===== config.mk =====
export PLATFORM = sky130hd
export DESIGN_NAME = lcg_xor_descrambler_with_header_top
export DESIGN_NICKNAME = d
export VERILOG_FILES = /design/src/lxd_pkg.sv /design/src/lxd_ctrl.sv /design/src/lxd_dpath.sv /design/src/lcg_xor_descrambler_with_header_top.sv
export SDC_FILE = /design/constraint.sdc
export NUM_CORES = 1
export LEC_CHECK = 0
export ABC_CLOCK_PERIOD_IN_PS = 11300
export BUFFER_PORTS_ARGS = -buffer_cell sky130_fd_sc_hd__clkbuf_2
export CORE_MARGIN = 2
export CORE_UTILIZATION = 59
export CTS_CLUSTER_DIAMETER = 200
export DETAILED_ROUTE_END_ITERATION = 8
export GPL_ROUTABILITY_DRIVEN = 1
export MAX_ROUTING_LAYER = met4
export PLACE_DENSITY = 0.89
export SLEW_MARGIN = 20
export SYNTH_ARGS = -nofsm -noshare
export SYNTH_HDL_FRONTEND = slang
export SYNTH_SLANG_ARGS = --single-unit

===== constraint.sdc =====
create_clock -name clk -period 11.3 [get_ports clk]
set_clock_uncertainty 0.2 [all_clocks]
set_input_delay 1.13 -clock clk [delete_from_list [all_inputs] [get_ports clk]]
set_output_delay 1.13 -clock clk [all_outputs]
set_load 0.05 [all_outputs]

===== src/lxd_pkg.sv =====
// Shared types, codes and constants of the keystream descrambler.
`default_nettype none
package lxd_pkg;

  localparam int unsigned SIG_LEN   = 14;
  localparam int unsigned EXTRA_LEN = 8;

  localparam logic [4:0]  HC_SIG_LAST   = 5'(SIG_LEN - 1);
  localparam logic [4:0]  HC_EXTRA_LAST = 5'(SIG_LEN + EXTRA_LEN - 1);

  localparam logic [23:0] LCG_MUL  = 24'hFD43FD;  // low 24 bits of 0x43FD43FD
  localparam logic [23:0] LCG_ADD  = 24'hC39EC3;
  localparam logic [23:0] LCG_SEED = 24'hA09E86;

  localparam logic [7:0]  CHAR_LF = 8'h0A;
  localparam logic [7:0]  CHAR_CR = 8'h0D;

  // Result kinds.
  localparam logic [1:0] KIND_DATA   = 2'd0;
  localparam logic [1:0] KIND_ACCEPT = 2'd1;
  localparam logic [1:0] KIND_REJECT = 2'd2;

  // File versions.
  localparam logic [1:0] VER_NONE = 2'd0;
  localparam logic [1:0] VER_40   = 2'd1;
  localparam logic [1:0] VER_39   = 2'd2;
  localparam logic [1:0] VER_38   = 2'd3;

  typedef enum logic [1:0] {
    PH_HEADER = 2'd0,
    PH_EXTRA  = 2'd1,
    PH_DATA   = 2'd2,
    PH_DROP   = 2'd3
  } phase_t;

  typedef struct packed {
    logic       go;        // input transaction this cycle
    logic       clear;     // first byte of a new file
    phase_t     phase;     // phase that applies to this byte
    logic       emit;      // this byte produces a result
    logic [1:0] kind;
    logic       ver_wr;
    logic [1:0] ver_code;
  } ctl_cmd_t;

  typedef struct packed {
    logic       out_free;   // output register can take a result
    logic       sig_last;   // byte is the last signature byte
    logic       extra_last; // byte is the last extra header byte
    logic [2:0] match_nxt;  // signatures still matching after this byte
  } dp_status_t;

  // Signature byte of signature k (0: 4.0, 1: 3.9, 2: 3.8) at position idx.
  function automatic logic [7:0] sig_byte(input logic [1:0] k, input logic [3:0] idx);
    logic [7:0] b;
    unique case (idx)
      4'd0:    b = 8'h3C;
      4'd1:    b = 8'h42;
      4'd2:    b = 8'h3F;
      4'd3:    b = 8'hC9;
      4'd4:    b = 8'h6A;
      4'd5:    b = 8'h87;
      4'd6:    b = 8'hC2;
      4'd7:    b = 8'hCF;
      4'd8:    b = (k == 2'd0) ? 8'h93 : 8'h94;
      4'd9:    b = 8'h45;
      4'd10:   b = (k == 2'd0) ? 8'h3E : ((k == 2'd1) ? 8'h37 : 8'h36);
      4'd11:   b = 8'h61;
      4'd12:   b = 8'h39;
      4'd13:   b = 8'hFA;
      default: b = 8'h00;
    endcase
    return b;
  endfunction

endpackage
`default_nettype wire


===== src/lxd_ctrl.sv =====
// Controller: file phase state machine, configuration register and handshake.
`default_nettype none
module lxd_ctrl
  import lxd_pkg::*;
(
  input  wire logic       clk,
  input  wire logic       rst_n,
  input  wire logic       cfg_we,
  input  wire logic       cfg_wdata,
  input  wire logic       in_tvalid,
  input  wire logic       first_byte,
  output      logic       in_tready,
  input  wire dp_status_t status,
  output      ctl_cmd_t   cmd
);

  logic   game_file_r;
  phase_t phase_r, phase_nxt;
  phase_t phase_eff;
  logic   go;

  always_ff @(posedge clk) begin
    if (!rst_n) begin
      game_file_r <= 1'b1;
    end else if (cfg_we) begin
      game_file_r <= cfg_wdata;
    end
  end

  assign in_tready = status.out_free;
  assign go        = in_tvalid & status.out_free;
  assign phase_eff = (first_byte) ? (game_file_r ? PH_HEADER : PH_DATA) : phase_r;

  // Next state.
  always_comb begin
    phase_nxt = phase_r;
    if (go) begin
      phase_nxt = phase_eff;
      unique case (phase_eff)
        PH_HEADER: begin
          if (status.sig_last) begin
            priority if (status.match_nxt[0]) begin
              phase_nxt = PH_EXTRA;
            end else if (status.match_nxt[1] || status.match_nxt[2]) begin
              phase_nxt = PH_DATA;
            end else begin
              phase_nxt = PH_DROP;
            end
          end
        end
        PH_EXTRA: begin
          if (status.extra_last) begin
            phase_nxt = PH_DATA;
          end
        end
        PH_DATA:  phase_nxt = PH_DATA;
        PH_DROP:  phase_nxt = PH_DROP;
        default:  phase_nxt = phase_eff;
      endcase
    end
  end

  // Outputs.
  always_comb begin
    cmd          = '0;
    cmd.go       = go;
    cmd.clear    = first_byte;
    cmd.phase    = phase_eff;
    cmd.kind     = KIND_DATA;
    cmd.ver_wr   = first_byte;
    cmd.ver_code = game_file_r ? VER_NONE : VER_40;
    unique case (phase_eff)
      PH_HEADER: begin
        if (status.sig_last) begin
          cmd.ver_wr = 1'b1;
          priority if (status.match_nxt[0]) begin
            cmd.ver_code = VER_40;
          end else if (status.match_nxt[1]) begin
            cmd.ver_code = VER_39;
            cmd.emit     = 1'b1;
            cmd.kind     = KIND_ACCEPT;
          end else if (status.match_nxt[2]) begin
            cmd.ver_code = VER_38;
            cmd.emit     = 1'b1;
            cmd.kind     = KIND_ACCEPT;
          end else begin
            cmd.ver_code = VER_NONE;
            cmd.emit     = 1'b1;
            cmd.kind     = KIND_REJECT;
          end
        end
      end
      PH_EXTRA: begin
        if (status.extra_last) begin
          cmd.emit = 1'b1;
          cmd.kind = KIND_ACCEPT;
        end
      end
      PH_DATA:  cmd.emit = 1'b1;
      PH_DROP:  cmd.emit = 1'b0;
      default:  cmd.emit = 1'b0;
    endcase
  end

  always_ff @(posedge clk) begin
    if (!rst_n) begin
      phase_r <= PH_HEADER;
    end else begin
      phase_r <= phase_nxt;
    end
  end

  a_reject_drops: assert property (@(posedge clk) disable iff (!rst_n)
    (go && cmd.emit && cmd.kind == KIND_REJECT) |=> (phase_r == PH_DROP))
    else $error("reject result without entering the drop phase");

  a_drop_silent: assert property (@(posedge clk) disable iff (!rst_n)
    (go && phase_r == PH_DROP && !first_byte) |-> !cmd.emit)
    else $error("result emitted from a dropped file");

endmodule
`default_nettype wire


===== src/lxd_dpath.sv =====
// Datapath: header counter, signature match, keystream generator and output register.
`default_nettype none
module lxd_dpath
  import lxd_pkg::*;
(
  input  wire logic       clk,
  input  wire logic       rst_n,
  input  wire ctl_cmd_t   cmd,
  input  wire logic [7:0] in_byte,
  output      dp_status_t status,
  input  wire logic       out_tready,
  output      logic       out_valid,
  output      logic [7:0] out_byte,
  output      logic [1:0] out_kind,
  output      logic [1:0] out_version,
  output      logic       out_line_break
);

  logic [4:0]  hc_r, hc_nxt, hc_eff;
  logic [2:0]  match_r, match_eff, match_nxt;
  logic [23:0] lcg_r, lcg_eff, lcg_step, lcg_nxt;
  logic [1:0]  ver_r, ver_nxt;
  logic [31:0] key_prod;
  logic [7:0]  key;
  logic [7:0]  plain;
  logic        is_brk;
  logic        scrambled;
  logic        out_valid_r;
  logic [7:0]  byte_r, byte_nxt;
  logic [1:0]  kind_r, ver_out_r;
  logic        lb_r, lb_nxt;

  assign hc_eff    = cmd.clear ? 5'd0 : hc_r;
  assign match_eff = cmd.clear ? 3'b111 : match_r;
  assign lcg_eff   = cmd.clear ? LCG_SEED : lcg_r;
  assign ver_nxt   = cmd.ver_wr ? cmd.ver_code : ver_r;

  always_comb begin
    match_nxt = match_eff;
    for (int k = 0; k < 3; k++) begin
      if (sig_byte(2'(k), hc_eff[3:0]) != in_byte) begin
        match_nxt[k] = 1'b0;
      end
    end
  end

  // Keystream: next generator state and its key byte floor(255 * s / 2^24).
  assign lcg_step  = lcg_eff * LCG_MUL + LCG_ADD;
  assign key_prod  = {lcg_step, 8'h00} - {8'h00, lcg_step};
  assign key       = key_prod[31:24];
  assign plain     = in_byte ^ key;
  assign is_brk    = (plain == CHAR_LF) || (plain == CHAR_CR);
  assign scrambled = (ver_nxt == VER_39) || (ver_nxt == VER_38);

  always_comb begin
    hc_nxt  = hc_eff;
    lcg_nxt = lcg_eff;
    unique case (cmd.phase)
      PH_HEADER: begin
        hc_nxt  = hc_eff + 5'd1;
        lcg_nxt = lcg_step;
      end
      PH_EXTRA: hc_nxt = hc_eff + 5'd1;
      PH_DATA: begin
        if (scrambled) begin
          lcg_nxt = lcg_step;
        end
      end
      PH_DROP:  hc_nxt = hc_eff;
      default:  hc_nxt = hc_eff;
    endcase
  end

  always_comb begin
    byte_nxt = 8'h00;
    lb_nxt   = 1'b0;
    if (cmd.kind == KIND_DATA) begin
      if (scrambled) begin
        byte_nxt = is_brk ? 8'h00 : plain;
        lb_nxt   = is_brk;
      end else begin
        byte_nxt = in_byte;
      end
    end
  end

  always_ff @(posedge clk) begin
    if (!rst_n) begin
      hc_r        <= 5'd0;
      match_r     <= 3'b111;
      lcg_r       <= LCG_SEED;
      ver_r       <= VER_NONE;
      out_valid_r <= 1'b0;
    end else begin
      if (cmd.go) begin
        hc_r    <= (cmd.phase == PH_DATA || cmd.phase == PH_DROP) ? hc_eff : hc_nxt;
        match_r <= (cmd.phase == PH_HEADER) ? match_nxt : match_eff;
        lcg_r   <= lcg_nxt;
        ver_r   <= ver_nxt;
      end
      if (cmd.go && cmd.emit) begin
        out_valid_r <= 1'b1;
      end else if (out_tready) begin
        out_valid_r <= 1'b0;
      end
    end
  end

  always_ff @(posedge clk) begin
    if (cmd.go && cmd.emit) begin
      byte_r    <= byte_nxt;
      kind_r    <= cmd.kind;
      ver_out_r <= ver_nxt;
      lb_r      <= lb_nxt;
    end
  end

  assign status.out_free   = !out_valid_r || out_tready;
  assign status.sig_last   = (hc_eff == HC_SIG_LAST);
  assign status.extra_last = (hc_eff == HC_EXTRA_LAST);
  assign status.match_nxt  = match_nxt;

  assign out_valid      = out_valid_r;
  assign out_byte       = byte_r;
  assign out_kind       = kind_r;
  assign out_version    = ver_out_r;
  assign out_line_break = lb_r;

  a_brk_zero: assert property (@(posedge clk) disable iff (!rst_n)
    (out_valid_r && lb_r) |->
      (byte_r == 8'h00 && kind_r == KIND_DATA && (ver_out_r == VER_39 || ver_out_r == VER_38)))
    else $error("line break flagged on a non-zero or unscrambled byte");

  a_hc_range: assert property (@(posedge clk) disable iff (!rst_n)
    hc_r <= HC_EXTRA_LAST + 5'd1)
    else $error("header counter beyond the header length");

endmodule
`default_nettype wire


===== src/lcg_xor_descrambler_with_header_top.sv =====
// Top level of the header-checking keystream descrambler.
// A result appears on out_tvalid in the cycle after the input transaction that causes it.
// One byte per cycle unless out_tready stalls; the generator step (a 24-bit multiply) fits in it.
// The output register frees in the same cycle its transaction completes, so no bubble is added.
// Reset (rst_n low at a clock edge) selects game-file mode and starts a fresh file header.
`default_nettype none
module lcg_xor_descrambler_with_header_top
  import lxd_pkg::*;
(
  input  wire logic       clk,
  input  wire logic       rst_n,
  // Configuration: bit 0 of cfg_wdata is game_file (1 = header present).
  input  wire logic       cfg_we,
  input  wire logic       cfg_wdata,
  // Input stream, one file byte per transaction.
  input  wire logic       in_tvalid,
  output      logic       in_tready,
  input  wire logic [7:0] in_tdata,   // [7:0] in_byte
  input  wire logic [0:0] in_tuser,   // [0] first_byte
  // Result stream.
  output      logic       out_tvalid,
  input  wire logic       out_tready,
  output      logic [7:0] out_tdata,  // [7:0] out_byte
  output      logic [4:0] out_tuser   // [1:0] result_kind, [3:2] file_version, [4] line_break
);

  ctl_cmd_t   cmd;
  dp_status_t status;
  logic [1:0] kind;
  logic [1:0] version;
  logic       line_break;

  // The controller tracks which part of the file a byte belongs to and decides when
  // a transaction yields a result; the datapath matches signatures, runs the keystream
  // generator and holds the outgoing result.
  lxd_ctrl u_ctrl (
    .clk        (clk),
    .rst_n      (rst_n),
    .cfg_we     (cfg_we),
    .cfg_wdata  (cfg_wdata),
    .in_tvalid  (in_tvalid),
    .first_byte (in_tuser[0]),
    .in_tready  (in_tready),
    .status     (status),
    .cmd        (cmd)
  );

  lxd_dpath u_dpath (
    .clk            (clk),
    .rst_n          (rst_n),
    .cmd            (cmd),
    .in_byte        (in_tdata),
    .status         (status),
    .out_tready     (out_tready),
    .out_valid      (out_tvalid),
    .out_byte       (out_tdata),
    .out_kind       (kind),
    .out_version    (version),
    .out_line_break (line_break)
  );

  assign out_tuser = {line_break, version, kind};

endmodule
`default_nettype wire


# After elaboration in Yosys (flattened, before gate mapping)
# Memories as Yosys holds them, arrays and structs flattened.
# Cells that the tools add are included.
classes:
  addsub: 3
  n_mul: 1
  n_eq_ne: 12
  mux: 35
  bitwise: 2
  reduce_logical: 12
op_table:
  columns: ["operator", "count"]
  rows:
  - ["$mux W24", 2]
  - ["$pmux W24 S2", 1]
  - ["$sub A32 B24 Y32", 1]
  - ["$add A24 B24 Y24 const B", 1]
  - ["$mul A24 B19 Y24 const B", 1]
  - ["$ne A8 B8 Y1", 3]
  - ["$mux W2", 11]
  - ["$eq A8 B4 Y1 const B", 2]
  - ["$mux W8", 2]
  - ["$mux W3", 5]
  - ["$mux W5", 3]
  - ["$eq A2 B2 Y1 const B", 4]
  - ["$pmux W2 S4", 1]
  - ["$xor A8 B8 Y8", 1]
  - ["$mux W1", 7]
  - ["$mux W6", 1]
  - ["$add A5 B1 Y5 const B", 1]
  - ["$eq A5 B4 Y1 const B", 1]
  - ["$eq A5 B5 Y1 const B", 1]
  - ["$logic_or A1 B1 Y1", 5]
  - ["$logic_not A2 Y1", 2]
  - ["$pmux W1 S4", 1]
  - ["$pmux W2 S2", 1]
  - ["$eq A2 B1 Y1 const B", 1]
  - ["6 further kinds", 6]
totals:
  reg_bits: 51
  romBits: 384
  memories: 3
memory_table:
  columns: ["name", "words", "width", "read_ports", "rd_clocked_by_memory_dff", "wr", "line_no", "rtl"]
  rows:
  - ["(no name shown)", 16, 8, 1, 0, 0, "lxd_pkg.sv:56", "unique case (idx)"]
  - ["(no name shown)", 16, 8, 1, 0, 0, "lxd_pkg.sv:56", null]
  - ["(no name shown)", 16, 8, 1, 0, 0, "lxd_pkg.sv:56", null]

# Logic depth before layout (Yosys ltp)
# An unclocked memory read counts as a cell.
depth:
  depth_word: 14
  mapped_depth: 41

# Hierarchy
# A second synthesis with hierarchy kept.
hier_totals:
  cells_unflattened: 1112
  hier_area_um2: 9844.4
by_module_without_submodules:
  columns: ["module", "instances", "cells_each", "area_each_um2", "seq_area_each_um2"]
  rows:
  - ["lxd_dpath", 1, 1076, 9575.4, 1091.0]
  - ["lxd_ctrl", 1, 35, 261.5, 60.1]
  - ["lcg_xor_descrambler_with_header_top", 1, 1, 7.5, 0.0]

# Worst setup path after synthesis
# OpenSTA, ideal clock, no wires.
synth_path:
  path_type: "input port to flip-flop"
  from: "input port in_tuser"
  to: "register u_dpath.byte_r[0] (netlist: u_dpath.out_byte[0]) (data pin)"
  setup_ns: 0.265
  arrival_time_ns: 10.204
  required_ns: 10.835
  path_slack_ns: 0.631
  stages: 37
  path_buffers: 5
  cell_sequence: "buf_2 buf_1 clkbuf_1 clkbuf_1 or2_2 inv_1 fa_1 fa_1 inv_1 ha_1 fa_1 inv_1 fa_1 inv_1 fa_1 inv_1 fa_1 inv_1 ha_1 buf_6 a211oi_2 o211ai_1 or3_1 o21a_1 o2111a_1 nor3_2 ha_1 and3_1 a221o_1 a31oi_1 a21boi_0 o2111ai_1 o31ai_1 a21oi_1 o31a_1 nor4_4 o21ai_1"
synth_via:
  elab_chain_len: 13
  elab_cells_between_ends: 41
  cone_classes: "2 x add/sub; 1 x mul; 10 x eq/ne; 20 x mux; 1 x bitwise; 4 x reduce/logical; 3 x memory"
synth_lines:
  columns: ["item", "line_no", "rtl"]
  rows:
  - ["from (decl)", "lcg_xor_descrambler_with_header_top.sv:19", "input wire logic [0:0] in_tuser,"]
  - ["parallel branches: the longest is 13 deep, another holds $sub A32 B24 Y32", null, null]
  - ["to (signal assigned)", "lxd_dpath.sv:111", "byte_r <= byte_nxt;"]
  - ["to (decl)", "lxd_dpath.sv:29", "logic [7:0] byte_r, byte_nxt;"]
# Parallel ways; which one is timed is not known.
# A chain may end at the register's enable or synchronous reset.

# Worst setup path after layout
# Same ends and word-level chain as after synthesis.

==> run summary <==
Run status: complete, no violations
Clock latency on the worst-skew pair: 0.30 ns
Routed WL: 25440 um
Synth Area in XOR/XNOR: 0.06543
Synthesis-stage register bit count: 51
Fill count: 1314
Hold path cells: 2
Seq/Total Area, Yosys: 0.1183
Reg2Reg Depth: 32
Synth Cell Area: 0.009733 mm^2
Initial antenna violation count: 0
Met3 GRT Util: 0.04789
Synth Area in Simple Gates: 0.1314
CTS tree: done
Setup total negative slack: 0 ns
Layer with the highest usage: met2
Synth async-reset ratio: 0
ANT cells: 0
CTS Root Cell: clkbuf_16
M1 GR Usage: 0.3988
Top cells by count, synth: inv_1 (243), ha_1 (130), fa_1 (122)
CP max stage delay: 0.58 ns
Family with the most delay on the worst path: adder cells
1st-iter DRT viols: 843
Clock transition at path regs: 0.07 ns
Main combinational cell family by area after synthesis: adder cells
Met2 GRT Util: 0.5173
Main synth FF type: dfxtp_1
Vias/cell: 5.964
Mux share of post-synthesis cell area: 0.008613
Hold_buf cts: 0
Data arrival, critical path: 10.56 ns
Tightest Pin Transition: 0.9979 ns
Hold WC Path Type: flop to flop
Post-route minimum period: 10.72 ns
Adder-Cell Fraction of Synth Area: 0.4180
Non-Filler Instances: 1333
Hold Crit Start: u_dpath.match_r[0]
Synthesis-to-finish area growth: 5.194%
Synth Area in Compound Gates: 0.1473
Share of cells above drive strength 1: 0.07699
Post-CTS setup buffers: 0
Yosys top cell area share: 0.2509
Period utilization: 0.9489
Top-count cell post-synth: inv_1
Reg2reg end: u_dpath.out_byte[0]
First-pass GRT wire length: 41820 um
Nets: 1383
Reg-to-Reg Start: u_dpath.lcg_r[9]
Die H: 132.4 um
Top cell by count, worst path: inv_1
Die Span X: 132.4 um
Mapped Cells: 1099
Num Clock Sinks: 51
Area of the core: 0.01600 mm^2
Mean Syn Cell Area: 8.856 um^2
Yosys cell types: 86
Die ar.: 0.01754 mm^2
Crit. End Element: flop
Clock buffer count from CTS: 5
FF/Latch Area: 0.001151 mm^2
# DRC: 0
CP required: 11.13 ns
Slowest cell on crit path: nor4_1
CP Max Fanout: 10
Multi-input logic area: 0.007505 mm^2
Synth warn: 0
Post-synth top area cell: fa_1
WHS Endpoint: u_dpath.match_r[0]
IO buf count: 29
Post-DP HPWL: 21230 um
EDFF count, synth: 13
Unrepaired setup endpoints after global routing: false
Resized Gates After CTS: 0
Final setup viols: 0
Clock buffer depth: 2
GP Congestion: 1.014
Rows: 46
All-layer global routing usage: 0.3098
Max-slew headroom: 0.3348
Routed Antenna Nets: 0
Crit Path Category: input pin to flop
Type of origin of the critical path: input pin
Per-cell routed wire length: 19.08 um
Final hold vios: 0
Worst path bufs/invs: 8
Initial core utilization: 0.6083
Via count: 7950
Final Slew Violations: 0
IO Pins: 30
Congestion Overflow GR: 0
Post-Syn Nets: 1366
Router iterations before antenna repair: 7
Reg2Reg Setup Slack: 1.28 ns
Largest net degree at the start of global routing: 29
Synth top area cells: fa_1 (25%), ha_1 (17%), inv_1 (9.4%), dfxtp_1 (7.8%), edfxtp_1 (4.0%)
FMAX: 93.26 MHz
H-tree levels: 2
Placed cells: 1325
Max-cap viol count: 0
Vias in the first global route: 8175
==> sequential cells by signal (all words and copies together) (netlist names) <==
register,flops
u_dpath.lcg_r,24
u_dpath.out_byte,8
u_dpath.hc_r,5
u_dpath.match_r,3
u_ctrl.phase_r,2
u_dpath.out_kind,2
u_dpath.out_version,2
u_dpath.ver_r,2
u_ctrl.game_file_r,1
u_dpath.out_line_break,1
u_dpath.out_valid,1
==> worst max-delay path by stage <==
stage	from	end	slack [ns]	cells past startpoint
detailed placement	in_tuser	u_dpath.out_byte[0]	0.56	33
CTS	in_tuser	u_dpath.out_byte[0]	0.83	33
finish	in_tuser	u_dpath.out_byte[0]	0.58	34
global placement	in_tuser	u_dpath.out_byte[1]	0.84	34
floorplan	in_tuser	u_dpath.out_byte[0]	0.63	37
global route	in_tuser	u_dpath.out_byte[0]	0.15	35
==> layout by cell type (no fill, tap or decap), types with 12 or more instances in the layout <==
master,count
inv_1,243
ha_1,130
fa_1,122
nand2_1,70
nor2_1,67
xnor2_1,39
dfxtp_1,38
a21oi_1,36
clkbuf_2,29
o21ai_0,26
xor2_1,19
a21o_1,17
a22oi_1,15
edfxtp_1,13
nand3_1,12
==> logic make-up after synthesis <==
kind of cell	after synthesis
fa+ha+maj	252
xor+xnor	64
buf+inv	275
mux	7
flops	51
simple gates	249
compound gates	201
==> tightest hold or removal path: stages, from the launching register on <==
cell and delay, ns:
dfxtp_1 0.33, o22ai_1 0.09, nand2_1 0.06
==> through the flow <==
stage,hold WS [ns],instance area (um^2),worst slack (ns),utilization
global placement,0.2670,10070,0.8359,0.6292
detailed placement,0.2872,10070,0.5602,0.6292
floorplan,0.2500,9733,0.6309,-
global route,0.3366,10240,0.1497,0.6399
finish,0.3103,10240,0.5778,0.6399
CTS,0.3056,10240,0.8337,0.6397
==> cell type report <==
class | instances | area share
flip-flops and latches | 51 | 0.1124
inverters | 246 | 0.09019
clock inverters | 1 | 0.0004888
well taps | 216 | 0.02640
clock buffers | 7 | 0.01601
repair buffers | 39 | 0.02151
multi-input cells | 773 | 0.7330
==> layer usage <==
| metal | routed length, um | up-vias |
|---|---|---|
| li1 | - | 3651 |
| met1 | 10180 | 3881 |
| met2 | 12690 | 356 |
| met3 | 1924 | 62 |
| met4 | 642 | 0 |
| met5 | 0 | - |
Power is left out: the tool's default activity adds up to more than one toggle a clock period on the data nets, which glitch-free logic cannot reach.
